[src/design/assert_macros.svh]
// Assertion macros shared by the hash block RTL.
// Simulation gets concurrent assertions; synthesis sees empty bodies.
`ifndef ASSERT_MACROS_SVH
`define ASSERT_MACROS_SVH

`ifndef SYNTHESIS

// Implication or plain property, checked every clock outside reset.
`define C31H_ASSERT(name, clk, rst_n, prop) \
    name: assert property (@(posedge clk) disable iff (!rst_n) (prop)) \
        else $error("assertion failed: name");

// Condition that must never be true outside reset.
`define C31H_NEVER(name, clk, rst_n, cond) \
    name: assert property (@(posedge clk) disable iff (!rst_n) !(cond)) \
        else $error("forbidden condition: name");

`else

`define C31H_ASSERT(name, clk, rst_n, prop)
`define C31H_NEVER(name, clk, rst_n, cond)

`endif

`endif

[src/design/c31h_pkg.sv]
// Shared types, constants and the CRC table function of the string hash block.
// No dependencies.
`default_nettype none

package c31h_pkg;

    localparam int HASH_W       = 31;
    localparam int CHAR_W       = 8;
    localparam int IDX_W        = 7;
    localparam int BUCKET_W     = 14;
    localparam int BUCKET_CNT_W = 17;   // holds bucket counts up to 65536

    localparam int BUCKET_COUNT_DEF = 13309;

    localparam logic [HASH_W-1:0] POLY_WORD = 31'h4800_0000;

    // Hash queue between front and back
    localparam int QDEPTH = 4;
    localparam int QPTR_W = 2;
    localparam int QCNT_W = 3;

    typedef logic [HASH_W-1:0]   hash_t;
    typedef logic [CHAR_W-1:0]   char_t;
    typedef logic [BUCKET_W-1:0] bucket_t;

    typedef struct packed {
        logic full;
        logic empty;
    } q_status_t;

    // Table word: XOR of POLY_WORD >> j over each set bit j of the index.
    function automatic hash_t table_word(input logic [IDX_W-1:0] idx);
        hash_t acc;
        acc = '0;
        for (int j = 0; j < IDX_W; j++) begin
            if (idx[j]) begin
                acc = acc ^ (POLY_WORD >> j);
            end
        end
        return acc;
    endfunction

endpackage

`default_nettype wire

[src/design/c31h_front.sv]
// Front part: takes characters, folds them into the running hash and
// pushes the finished hash of each name. Depends on c31h_pkg.
`default_nettype none

module c31h_front (
    input  wire logic                  aclk,
    input  wire logic                  aresetn,
    input  wire logic                  s_valid,
    output logic                       s_ready,
    input  wire c31h_pkg::char_t       s_character,
    input  wire logic                  s_last_char,
    input  wire c31h_pkg::q_status_t   q_status,
    output logic                       push,
    output c31h_pkg::hash_t            push_hash
);
    import c31h_pkg::*;

    hash_t hash_reg;
    hash_t hash_next;
    hash_t folded;
    logic  take;

    assign s_ready = !q_status.full;
    assign take    = s_valid && s_ready;

    // One fold step: shift by 7, XOR the table word
    assign folded = (hash_reg >> IDX_W)
                  ^ table_word(hash_reg[IDX_W-1:0] ^ s_character[IDX_W-1:0]);

    always_comb begin
        hash_next = hash_reg;
        if (take) begin
            hash_next = s_last_char ? '0 : folded;
        end
    end

    assign push      = take && s_last_char;
    assign push_hash = folded;

    always_ff @(posedge aclk) begin
        if (!aresetn) begin
            hash_reg <= '0;
        end else begin
            hash_reg <= hash_next;
        end
    end

endmodule

`default_nettype wire

[src/design/c31h_queue.sv]
// Short FIFO of finished hashes between the front and back parts.
// Depends on c31h_pkg and assert_macros.svh.
`default_nettype none

module c31h_queue (
    input  wire logic                  aclk,
    input  wire logic                  aresetn,
    input  wire logic                  push,
    input  wire c31h_pkg::hash_t       push_hash,
    input  wire logic                  pop,
    output c31h_pkg::hash_t            head_hash,
    output c31h_pkg::q_status_t        q_status
);
    import c31h_pkg::*;

    hash_t             mem_reg [QDEPTH];
    logic [QPTR_W-1:0] wr_ptr_reg, wr_ptr_next;
    logic [QPTR_W-1:0] rd_ptr_reg, rd_ptr_next;
    logic [QCNT_W-1:0] count_reg,  count_next;

    assign q_status.full  = (count_reg == QCNT_W'(QDEPTH));
    assign q_status.empty = (count_reg == '0);
    assign head_hash      = mem_reg[rd_ptr_reg];

    always_comb begin
        wr_ptr_next = push ? wr_ptr_reg + 1'b1 : wr_ptr_reg;
        rd_ptr_next = pop  ? rd_ptr_reg + 1'b1 : rd_ptr_reg;
        count_next  = count_reg;
        if (push && !pop) begin
            count_next = count_reg + 1'b1;
        end else if (pop && !push) begin
            count_next = count_reg - 1'b1;
        end
    end

    always_ff @(posedge aclk) begin
        if (push) begin
            mem_reg[wr_ptr_reg] <= push_hash;
        end
    end

    always_ff @(posedge aclk) begin
        if (!aresetn) begin
            wr_ptr_reg <= '0;
            rd_ptr_reg <= '0;
            count_reg  <= '0;
        end else begin
            wr_ptr_reg <= wr_ptr_next;
            rd_ptr_reg <= rd_ptr_next;
            count_reg  <= count_next;
        end
    end

`include "assert_macros.svh"

    `C31H_NEVER(a_q_overflow, aclk, aresetn, push && q_status.full)
    `C31H_NEVER(a_q_underflow, aclk, aresetn, pop && q_status.empty)
    `C31H_ASSERT(a_q_count_ok, aclk, aresetn, count_reg <= QCNT_W'(QDEPTH))
    `C31H_ASSERT(a_q_ptr_gap, aclk, aresetn, (QPTR_W'(wr_ptr_reg - rd_ptr_reg) == count_reg[QPTR_W-1:0]))

endmodule

`default_nettype wire

[src/design/c31h_back.sv]
// Back part: bucket index by reciprocal multiply, one correction step,
// and the output register. Depends on c31h_pkg and assert_macros.svh.
`default_nettype none

module c31h_back #(
    parameter int BUCKET_COUNT = c31h_pkg::BUCKET_COUNT_DEF
) (
    input  wire logic                  aclk,
    input  wire logic                  aresetn,
    input  wire c31h_pkg::q_status_t   q_status,
    input  wire c31h_pkg::hash_t       head_hash,
    output logic                       pop,
    output logic                       m_valid,
    input  wire logic                  m_ready,
    output c31h_pkg::hash_t            m_hash_value,
    output c31h_pkg::bucket_t          m_bucket_index
);
    import c31h_pkg::*;

    // floor(2^31 / B): quotient estimate is at most one short
    localparam logic [HASH_W-1:0] RECIP =
        HASH_W'((64'd1 << HASH_W) / BUCKET_COUNT);
    localparam logic [BUCKET_CNT_W-1:0] BCNT = BUCKET_CNT_W'(BUCKET_COUNT);
    localparam logic [HASH_W:0]         BCNT_X = (HASH_W+1)'(BUCKET_COUNT);

    localparam int PROD_W = 2 * HASH_W;
    localparam int QB_W   = HASH_W + BUCKET_CNT_W;

    logic              adv;

    // stage 1: hash times reciprocal
    logic              v1_reg, v1_next;
    hash_t             h1_reg;
    logic [PROD_W-1:0] prod_reg;

    // stage 2: quotient estimate times bucket count
    logic              v2_reg, v2_next;
    hash_t             h2_reg;
    logic [QB_W-1:0]   qb_full;
    logic [HASH_W:0]   qb_reg;

    // stage 3: subtract, correct, output register
    logic              vo_reg, vo_next;
    hash_t             ho_reg;
    bucket_t           bo_reg;
    logic [HASH_W:0]   rem_raw;
    logic [HASH_W:0]   rem_fix;

    assign adv = !vo_reg || m_ready;
    assign pop = adv && !q_status.empty;

    assign qb_full = prod_reg[PROD_W-1:HASH_W] * BCNT;
    assign rem_raw = {1'b0, h2_reg} - qb_reg;
    assign rem_fix = (rem_raw >= BCNT_X) ? rem_raw - BCNT_X : rem_raw;

    always_comb begin
        v1_next = v1_reg;
        v2_next = v2_reg;
        vo_next = vo_reg;
        if (adv) begin
            v1_next = pop;
            v2_next = v1_reg;
            vo_next = v2_reg;
        end
    end

    always_ff @(posedge aclk) begin
        if (!aresetn) begin
            v1_reg <= 1'b0;
            v2_reg <= 1'b0;
            vo_reg <= 1'b0;
        end else begin
            v1_reg <= v1_next;
            v2_reg <= v2_next;
            vo_reg <= vo_next;
        end
    end

    always_ff @(posedge aclk) begin
        if (adv) begin
            h1_reg   <= head_hash;
            prod_reg <= head_hash * RECIP;
            h2_reg   <= h1_reg;
            qb_reg   <= qb_full[HASH_W:0];
            ho_reg   <= h2_reg;
            bo_reg   <= rem_fix[BUCKET_W-1:0];
        end
    end

    assign m_valid        = vo_reg;
    assign m_hash_value   = ho_reg;
    assign m_bucket_index = bo_reg;

`include "assert_macros.svh"

    // one correction must suffice: raw remainder below twice the count
    `C31H_ASSERT(a_rem_one_fix, aclk, aresetn, !v2_reg || (rem_raw < (BCNT_X << 1)))
    `C31H_ASSERT(a_bucket_range, aclk, aresetn, !m_valid || (BUCKET_COUNT > (1 << BUCKET_W)) || ({1'b0, m_bucket_index} < (BUCKET_W+1)'(BUCKET_COUNT)))
    `C31H_ASSERT(a_stall_keeps, aclk, aresetn, (v1_reg && !adv) |=> v1_reg)
    `C31H_ASSERT(a_no_pop_stall, aclk, aresetn, (vo_reg && !m_ready) |-> !pop)

endmodule

`default_nettype wire

[src/design/crc31_string_hash_bucket_core.sv]
// Top level of the table-driven 31-bit CRC string hash with bucket index.
// Depends on c31h_pkg, c31h_front, c31h_queue and c31h_back.
`default_nettype none

// Names arrive one character per transfer on the s_ channel, with
// s_last_char high on the final character. The block takes one character
// every cycle while the queue is not full; that rate is set by the fold
// recurrence in the front part, which forms the next 31-bit running hash
// in combinational logic (shift right by 7, XOR with a 128-entry table
// word held as constant logic). When a name ends, its hash goes into a
// four-entry queue and the running hash clears to zero for the next name.
// The back part pulls one hash per cycle unless its output is stalled and
// forms hash modulo BUCKET_COUNT through a reciprocal multiply, a multiply
// by the bucket count and one subtract-and-correct step. A finished hash
// passes the queue, the stage 1 and stage 2 registers and the output
// register before m_valid rises; a stalled m_ side or earlier queued names
// delay it further. With the result side stalled, the back pipeline holds,
// the queue fills, and s_ready drops only when all four queue slots are taken.
// No clearing pass is needed after reset. BUCKET_COUNT may range from 2 to
// 65536; above 16384 the bucket index is the remainder cut to 14 bits.

module crc31_string_hash_bucket_core #(
    parameter int BUCKET_COUNT = c31h_pkg::BUCKET_COUNT_DEF
) (
    input  wire logic                  aclk,
    input  wire logic                  aresetn,
    // character transfers
    input  wire logic                  s_valid,
    output logic                       s_ready,
    input  wire c31h_pkg::char_t       s_character,
    input  wire logic                  s_last_char,
    // result transfers
    output logic                       m_valid,
    input  wire logic                  m_ready,
    output c31h_pkg::hash_t            m_hash_value,
    output c31h_pkg::bucket_t          m_bucket_index
);
    import c31h_pkg::*;

    q_status_t q_status;
    logic      push;
    hash_t     push_hash;
    logic      pop;
    hash_t     head_hash;

    // Front: fold characters, push each finished name hash
    c31h_front u_front (
        .aclk        (aclk),
        .aresetn     (aresetn),
        .s_valid     (s_valid),
        .s_ready     (s_ready),
        .s_character (s_character),
        .s_last_char (s_last_char),
        .q_status    (q_status),
        .push        (push),
        .push_hash   (push_hash)
    );

    // Decoupling queue: lets the front keep taking characters while a
    // result waits on the m_ side
    c31h_queue u_queue (
        .aclk      (aclk),
        .aresetn   (aresetn),
        .push      (push),
        .push_hash (push_hash),
        .pop       (pop),
        .head_hash (head_hash),
        .q_status  (q_status)
    );

    // Back: bucket index pipeline and output register
    c31h_back #(
        .BUCKET_COUNT (BUCKET_COUNT)
    ) u_back (
        .aclk           (aclk),
        .aresetn        (aresetn),
        .q_status       (q_status),
        .head_hash      (head_hash),
        .pop            (pop),
        .m_valid        (m_valid),
        .m_ready        (m_ready),
        .m_hash_value   (m_hash_value),
        .m_bucket_index (m_bucket_index)
    );

endmodule

`default_nettype wire
[config.mk]
export PLATFORM = sky130hd
export DESIGN_NAME = crc31_string_hash_bucket_core
export DESIGN_NICKNAME = d
export VERILOG_FILES = /design/src/design/c31h_pkg.sv /design/src/design/c31h_front.sv /design/src/design/c31h_queue.sv /design/src/design/c31h_back.sv /design/src/design/crc31_string_hash_bucket_core.sv
export VERILOG_INCLUDE_DIRS = /design/src /design/src/design
export SDC_FILE = /design/constraint.sdc
export NUM_CORES = 1
export LEC_CHECK = 0
export ABC_AREA = 1
export BUFFER_PORTS_ARGS = -buffer_cell sky130_fd_sc_hd__buf_2
export CAP_MARGIN = 20
export CORE_ASPECT_RATIO = 0.9
export CORE_UTILIZATION = 30
export CTS_BUF_LIST = sky130_fd_sc_hd__clkbuf_4 sky130_fd_sc_hd__clkbuf_8 sky130_fd_sc_hd__clkbuf_16
export CTS_CLUSTER_DIAMETER = 120
export CTS_CLUSTER_SIZE = 8
export DETAILED_ROUTE_END_ITERATION = 12
export PLACE_DENSITY = 0.52
export SLEW_MARGIN = 5
export SYNTH_ARGS = -nofsm -noshare
export SYNTH_HDL_FRONTEND = slang
export SYNTH_SLANG_ARGS = --single-unit
[constraint.sdc]
create_clock -name aclk -period 5.9 [get_ports aclk]
set_input_delay 1.18 -clock aclk [delete_from_list [all_inputs] [get_ports aclk]]
set_output_delay 1.18 -clock aclk [all_outputs]
set_load 0.1 [all_outputs]
== Yosys cells after proc, flatten, opt, wreduce, memory -nomap -nowiden ==
Memories as Yosys holds them, arrays and structs flattened. A register that Yosys moved wholly into a read port is not among the register bits.
Cells that the tools add are included.
Storage, ports and cells
  bits in registers: 229
  bits in writable memories: 124
  input port bits: 13
  output and inout port bits: 47
  logic and storage cells: 60
  memories kept: 1
Memory list
  u_queue.mem_reg: depth 4, width 31, read ports 1, clocked after Yosys merged registers in 1, write ports 1, RTL line c31h_queue.sv:16  | hash_t mem_reg [QDEPTH];
Cells by class
  add/subtract/negate cells: 6
  multiply operators: 2
  $lt $le $gt $ge: 1
  eq/ne operators: 1
  mux-type cells: 15
  bitwise operators: 8
  reduce and logical (&&, ||, !) cells: 13
Operators by type and width (count)
  31-bit 2-to-1 mux: 2
  31-bit by 18-bit multiplier with 49-bit output, second input constant: 1
  32-bit by 14-bit greater-or-equal comparator with 1-bit output, second input constant: 1
  18-bit by 14-bit multiplier with 32-bit output, second input constant: 1
  31-bit by 32-bit subtractor with 32-bit output: 1
  24-bit by 31-bit bitwise XOR with 31-bit output: 1
  30-bit 2-to-1 mux: 1
  29-bit 2-to-1 mux: 1
  28-bit 2-to-1 mux: 1
  27-bit 2-to-1 mux: 1
  26-bit 2-to-1 mux: 1
  25-bit 2-to-1 mux: 1
  14-bit 2-to-1 mux: 1
  14-bit subtractor, second input constant: 1
  2-bit NOT: 6
  7-bit bitwise XOR: 1
  3-bit 2-to-1 mux: 2
  1-bit logical AND: 5
  1-bit zero test: 5
  2-bit by 1-bit adder with 2-bit output, second input constant: 2
  2-bit 2-to-1 mux: 2
  3-bit by 1-bit adder with 3-bit output, second input constant: 1
  3-bit equality test, second input constant: 1
  3-bit zero test: 1
  other kinds (4): 5

== Logic depth before layout (Yosys ltp) ==
Gate-level depths: netlist of run 1.
  word-level depth: 16
  gate-level depth with buffers: 30
  gate-level depth less buffers: 28

== By module ==
From an unflattened synthesis of run 1, not the netlist that was laid out.
Unflattened totals
  cells, all modules: 3267
  area total of the unflattened synthesis: 30847.1 µm²
By module, submodules not included
  c31h_back: instances 1, cells each 2669, area each 23955.5 µm², sequential area each 4774.6 µm²
  c31h_queue: instances 1, cells each 358, area each 5083.6 µm², sequential area each 3903.7 µm²
  c31h_front: instances 1, cells each 240, area each 1808.0 µm², sequential area each 620.6 µm²

== Least setup slack after synthesis of run 1 ==
OpenSTA, ideal clock, no wires.
  path type: register to register
  start: register (tool-made name)
  end: register u_back.prod_reg[40] (data pin)
  library setup time: 258 ps
  data arrival time: 5899 ps
  required time: 5642 ps
  path slack: -257 ps
  stages on the path, launching flop included: 25
  path buffers: 2
  clock period less this slack: 6157 ps
  cell sequence: dfxtp_1 > clkbuf_1 > clkinv_1 > clkbuf_1 > nand2_1 > a32oi_1 > inv_1 > fa_1 > fa_1 > inv_1 > fa_1 > fa_1 > fa_1 > inv_1 > fa_1 > inv_1 > ha_1 > nand2_1 > nor2_1 > inv_1 > nor4_1 > nand2_1 > nand2_1 > a21oi_1 > xnor2_1
RTL lines
  to (signal assigned): RTL line c31h_back.sv:82  | prod_reg <= head_hash * RECIP;
  to (decl): RTL line c31h_back.sv:34  | logic [PROD_W-1:0] prod_reg;

==> flow_summary.ini, run 1 <==
[critical_path]
worst-setup-path-type = reg -> reg
ff2ff_path_depth = 24
cp_max_fo = 6
cp-end-kind = register
startpoint_type = register
cp.required_ns = 6.22
cp.arrival_ns = 6.20

[sta]
slew_viol_final = 0
period_minus_slack_ns = 5.88
rsz0062_at_grt = true
worst_pin_slew_ns = 1.04
slew_headroom = 0.309
hold_slack_ns = 0.403
fmax_mhz = 170
fin_setup_tns_ns = 0
skew_ns = 0.0270
finalHoldViolCount = 0
fin_crit_sh = 0.996
setup_violations = 0

[clocking]
cts_root_buf = clkbuf_16
htree_levels = 2
clkLatencyLatePin_ns = 0.58
cts.clk_slew.worst_paths_ns = 0.06
clock_path_buffers = 3
cts_hold_buf = 0
numCtsBuffers = 46
clock-sinks = 324
cts_tree = built

[floorplan]
die_x_um = 336
fp.dieArea_um2 = 101000
floorplan.initialDensity = 0.305
io_pins = 60
die_h_um = 302
fp-row-count = 109
core_um2 = 98700

[global_routing]
grt_max_degree = 159
grt_first_pass_wirelength_um = 121000
grt_pass1_vias = 22400
grtUsageTotal = 0.154
gr-total-overflow = 0
antenna_found_initial = 1

[finish]
utilization = 0.382
antenna_cells = 0
largest_register_ffs = 124
drive_gt1_frac = 0.221
fillCellCount = 9939
fin_nets = 4293
seqCellArea_um2 = 9300
multiInputGateArea_um2 = 19100
areaGrowthSynthToFinish_pct = 25.5

[placement]
hpwlAfterDp_um = 62900
finalWeightedCongestion = 0.899
numPortBuffers = 58

[synth]
ys_seq_area_frac = 0.309
ys.flop_type = edfxtp_1
ys_ff_latch = 324
ys.warnings.count = 0
async_flop_share = 0
syn_area_um2 = 30100
synth-edff-count = 281
synth_cell_types = 45
syn-num-nets = 3872
synthCells = 3152
syn_area_per_cell_um2 = 9.54

[worst_hold_path]
min_path_cells = 0
hp-class = reg -> reg

[drt]
avgViaCountPerCell = 4.38
routed_wirelength_um = 77300
drtAntennaViolNets = 0
drc = 0
drtPass1Iterations = 5
dr.first_iter.drc_count = 841
wl_per_cell_um = 15.7
via_count = 21600

[outcome]
status = finished, final reports clean

[job]
drv_cap = 0
area by class of cell:
cell class,instances,area share
well taps,1332,0.0441
clock buffers,67,0.0356
inverters,780,0.0778
clock inverters,2,0.000762
multi-input cells,2015,0.507
repair buffers,406,0.0884
flip-flops and latches,324,0.246
cells in the final DEF (no fill, tap or decap), drive strengths merged, types with 16 or more instances in the layout:
cell type	Yosys	routed
nor3	16	16
dfxtp	43	43
clkbuf	29	72
xnor2	28	28
nand2	546	546
a21oi	157	157
nor2	208	208
o22ai	17	17
nand4	24	24
nand3	79	79
xor2	45	45
edfxtp	281	281
ha	371	371
fa	336	336
a31oi	22	22
inv	776	780
o21ai	96	96
buf	4	401
synth_stat cells (all sizes together), types with 4 or more instances:
| master | count | area, µm² |
|---|---|---|
| a21boi | 5 | 37.5 |
| a21o | 7 | 52.6 |
| a21oi | 157 | 793 |
| a221oi | 4 | 35.0 |
| a31oi | 22 | 138 |
| a32oi | 13 | 114 |
| buf | 4 | 33.8 |
| clkbuf | 29 | 109 |
| clkinv | 4 | 15.0 |
| dfxtp | 43 | 861 |
| edfxtp | 281 | 8440 |
| fa | 336 | 6730 |
| ha | 371 | 4640 |
| inv | 776 | 2910 |
| nand2 | 546 | 2130 |
| nand3 | 79 | 415 |
| nand3b | 8 | 60.1 |
| nand4 | 24 | 150 |
| nor2 | 208 | 846 |
| nor3 | 16 | 80.1 |
| nor4 | 4 | 25.0 |
| o21a | 8 | 60.1 |
| o21ai | 96 | 480 |
| o21bai | 8 | 60.1 |
| o22ai | 17 | 106 |
| xnor2 | 28 | 245 |
| xor2 | 45 | 402 |
final timing paths:
path	start	end	slack, ns
setup / recovery	register	u_back.prod_reg[32]	0.02
hold / removal	u_back.h1_reg[10]	u_back.h2_reg[10]	0.40
setup reg to reg	register	u_back.prod_reg[32]	0.02
hold reg to reg	u_back.h1_reg[10]	u_back.h2_reg[10]	0.40
per-layer routing:
metal / GRT usage / share of wire
met5: 0 / 0
met4: 0.0300 / 0.015
met3: 0.0249 / 0.034
met2: 0.271 / 0.49
met1: 0.200 / 0.46
worst max-delay path: stages, from the launching register on:
cell	delay (ns)
dfxtp_4	0.38
inv_4	0.09
clkbuf_16	0.16
buf_12	0.12
nand2_4	0.05
a32oi_4	0.32
buf_4	0.18
buf_6	0.08
fa_1	0.44
ha_4	0.24
fa_1	0.56
fa_1	0.43
fa_1	0.49
inv_1	0.05
fa_1	0.51
inv_1	0.05
ha_1	0.28
a21oi_1	0.19
inv_2	0.08
a31oi_2	0.19
o21ai_1	0.13
a21oi_2	0.22
nand2_1	0.11
buf_4	0.15
xor2_1	0.13
kinds of logic after synthesis:
kind of cell / count (synthesis) / synth area share
adder cells (fa/ha/maj): 707 / 0.378
buffers and inverters: 813 / 0.102
flip-flops: 324 / 0.309
AO/OA/AOI/OAI: 347 / 0.0652
AND/OR/NAND/NOR: 888 / 0.124
XOR/XNOR: 73 / 0.0215
metrics by stage:
stage               std cells  setup slack [ns]  instance area (µm²)
floorplan                3152           0.00218                30300
global placement         4799            -0.239                34400
detailed placement       4799            -0.292                34400
CTS                      4884          -0.00222                36400
global route             4926            -0.170                37700
finish                   4926            0.0218                37700
timing repair:
action                                  CTS  global route
pin swaps                                28           101
resized for setup                       109           243
setup buffers                            15            38
cloned                                    1             5
endpoints found under the setup margin   19            26
Power of run 1 is left out: the tool's default activity adds up to more than one toggle a clock period on the data nets, which glitch-free logic cannot reach.
==> run 2, diff against run 1 <==
--- a/config.mk
+++ b/config.mk
@@ -19,4 +19,5 @@
 export SLEW_MARGIN = 5
 export SYNTH_ARGS = -nofsm -noshare
 export SYNTH_HDL_FRONTEND = slang
+export SYNTH_HIERARCHICAL = 1
 export SYNTH_SLANG_ARGS = --single-unit
==> run 2 against run 1 <==
  * The flow now finishes with violations (negative setup slack)
  * Area after synthesis up 2.6%
  * Via count up 0.52%
  * Global-route usage down 0.74 points
  * Critical path depth up 4
  * Register-to-register slack worse by 0.096 ns
  * Sequential cell count unchanged
  * First-iteration DRC count up 25%
  * Clock-buffer cell count up 3
  * Critical endpoint is now u_back/prod_reg[44]
  * Largest cell class unchanged
==> flow_summary.ini, run 2 <==
[global_routing]
grt_pass1_vias = 22600
grt_first_pass_wirelength_um = 120000
gr-total-overflow = 0
antenna_found_initial = 1
grt_max_degree = 108
grtUsageTotal = 0.147

[synth]
synth_top_area_cell = edfxtp_1
ys_ff_latch = 324
synth-edff-count = 281
synthCells = 3267
yosys-top-cells-count = inv_1 (842), nand2_1 (515), ha_1 (368)
ys.flop_type = edfxtp_1
syn_area_um2 = 30800
syn-num-nets = 3987
netlist.area_leader.share = 0.274
synth_most_common_cell = inv_1
synth_cell_types = 52
syn_area_per_cell_um2 = 9.44
ys.warnings.count = 6
async_flop_share = 0
synth_area_leaders = edfxtp_1 (27%), fa_1 (22%), ha_1 (15%), inv_1 (10%), nand2_1 (6.3%)
ys_seq_area_frac = 0.301

[critical_path]
cp_max_fo = 15
worst-setup-path-type = reg -> reg
slowest_stage = fa_2
cp.required_ns = 6.23
cp.arrival_ns = 6.31
reg2reg_slack_ns = -0.07
ff2ff_path_depth = 28
startpoint_type = register
cp-end-kind = register
max_stage_delay_ns = 0.55
r2r-end = u_back/prod_reg[44]

[floorplan]
fp-row-count = 111
die_x_um = 340
fp.dieArea_um2 = 104000
io_pins = 60
floorplan.initialDensity = 0.303
die_h_um = 306
core_um2 = 102000

[clocking]
cts_hold_buf = 0
clock-sinks = 324
clkLatencyLatePin_ns = 0.62
cts.clk_slew.worst_paths_ns = 0.05
clock_path_buffers = 3
numCtsBuffers = 47
htree_levels = 2
cts_tree = built
cts_root_buf = clkbuf_16

[worst_hold_path]
min_path_cells = 0
min_to = u_back/h2_reg[17]
hold_start = u_back/h1_reg[17]
hp-class = reg -> reg

[sta]
period_minus_slack_ns = 5.97
fmax_mhz = 167
setup_violations = 5
fin_crit_sh = 1.01
finalHoldViolCount = 0
slew_viol_final = 0
rsz0062_at_grt = true
timing.final.ws_setup_ns = -0.0746
skew_ns = 0.0471
slew_headroom = 0.429
worst_pin_slew_ns = 0.856

[finish]
layout_commonest_cell = inv_1
areaGrowthSynthToFinish_pct = 23.8
drive_gt1_frac = 0.230
multiInputGateArea_um2 = 19200
antenna_cells = 0
largest_register_ffs = 124
seqCellArea_um2 = 9300
final_cell_mix = inv_1 (814), nand2_1 (502), buf_4 (352)
design_area_um2 = 38200
fillCellCount = 10300
fin_nets = 4424

[drt]
drt-met1-wl_um = 36000
dr.first_iter.drc_count = 1049
dr.max_layer_used = met4
met3_length_um = 2800
drc = 0
via_count = 21700
drtPass1Iterations = 5
routed_wirelength_um = 74600
drtAntennaViolNets = 0
wl_met2_um = 34400
avgViaCountPerCell = 4.26
wl_per_cell_um = 14.7

[placement]
finalWeightedCongestion = 0.872
hpwlAfterDp_um = 61300
pre_cts_slack_ns = -0.473
postPlaceCellArea_um2 = 34900
numPortBuffers = 58

[outcome]
status = complete, but fails checks
violations = negative setup slack

[job]
drv_cap = 0
## run 2: changes by cell type in the layout (fill, tap and decap cells not counted), moves of 12 or more
cell,change
inv_1,+84
buf_4,+56
a21oi_2,+29
inv_2,-14
nand2_2,+12
a21oi_1,-41
o21ai_1,+25
## run 2: metal layers
layer | track usage | up-vias
met5 | 0 | -
met4 | 0.0314 | 0
met3 | 0.0242 | 78
met2 | 0.245 | 258
met1 | 0.200 | 10200
li1 | - | 11100
## run 2: timing repair
action                                  4_1_cts  5_1_grt
pin swaps                                    46       43
endpoints found under the setup margin       18       28
gates resized for setup                     155      183
setup buffers                                25       38
## run 2: kinds of logic (layout without fill, tap and decap cells)
logic type | Yosys count | after routing | share of synthesized area
AOI/OAI and AO/OA | 357 | 357 | 0.0680
xor gates and xnor gates | 59 | 59 | 0.0180
adders and majority gates | 707 | 707 | 0.369
buffers and inverters | 905 | 1368 | 0.118
DFF | 324 | 324 | 0.301
and+or+nand+nor | 915 | 915 | 0.125
## run 2: final cells by class
cell class,count,area share
multi-input combinational,2038,0.502
sequential,324,0.244
timing repair buffer,439,0.0873
inverter,854,0.0846
tap,1356,0.0444
clock buffer,70,0.0353
clock inverter,5,0.00278
## run 2: worst max-delay path, delay by kind of cell (launching register included)
family                     cells  cell delay (ns)
DFF                            1             0.35
AOI/OAI and AO/OA              7             0.93
and+or+nand+nor                3             0.28
buffers and inverters         10             1.00
xor gates and xnor gates       1             0.14
adders and majority gates      7             2.97
## run 2: stage by stage
step                      utilization  TNS (ns)  std cells  hold WS, ns
after floorplan                     -         0       3267        0.400
after global placement          0.342     -5.16       4949        0.402
after detailed placement        0.342     -5.70       4949        0.405
after CTS                       0.365   -0.0410       5049        0.408
after global routing            0.375     -3.15       5086        0.410
final                           0.375    -0.254       5086        0.406
## run 2: worst max-delay path by stage
stage	endpoint	from	cells after the start	slack (ns)
floorplan	u_back/prod_reg[48]	register	26	0.07
global placement	u_back/prod_reg[48]	register	24	-0.47
detailed placement	u_back/prod_reg[48]	register	24	-0.47
CTS	u_back/prod_reg[36]	register	25	-0.04
global route	u_back/prod_reg[43]	register	30	-0.31
finish	u_back/prod_reg[44]	register	28	-0.07
Power of run 2 is left out for the same reason.
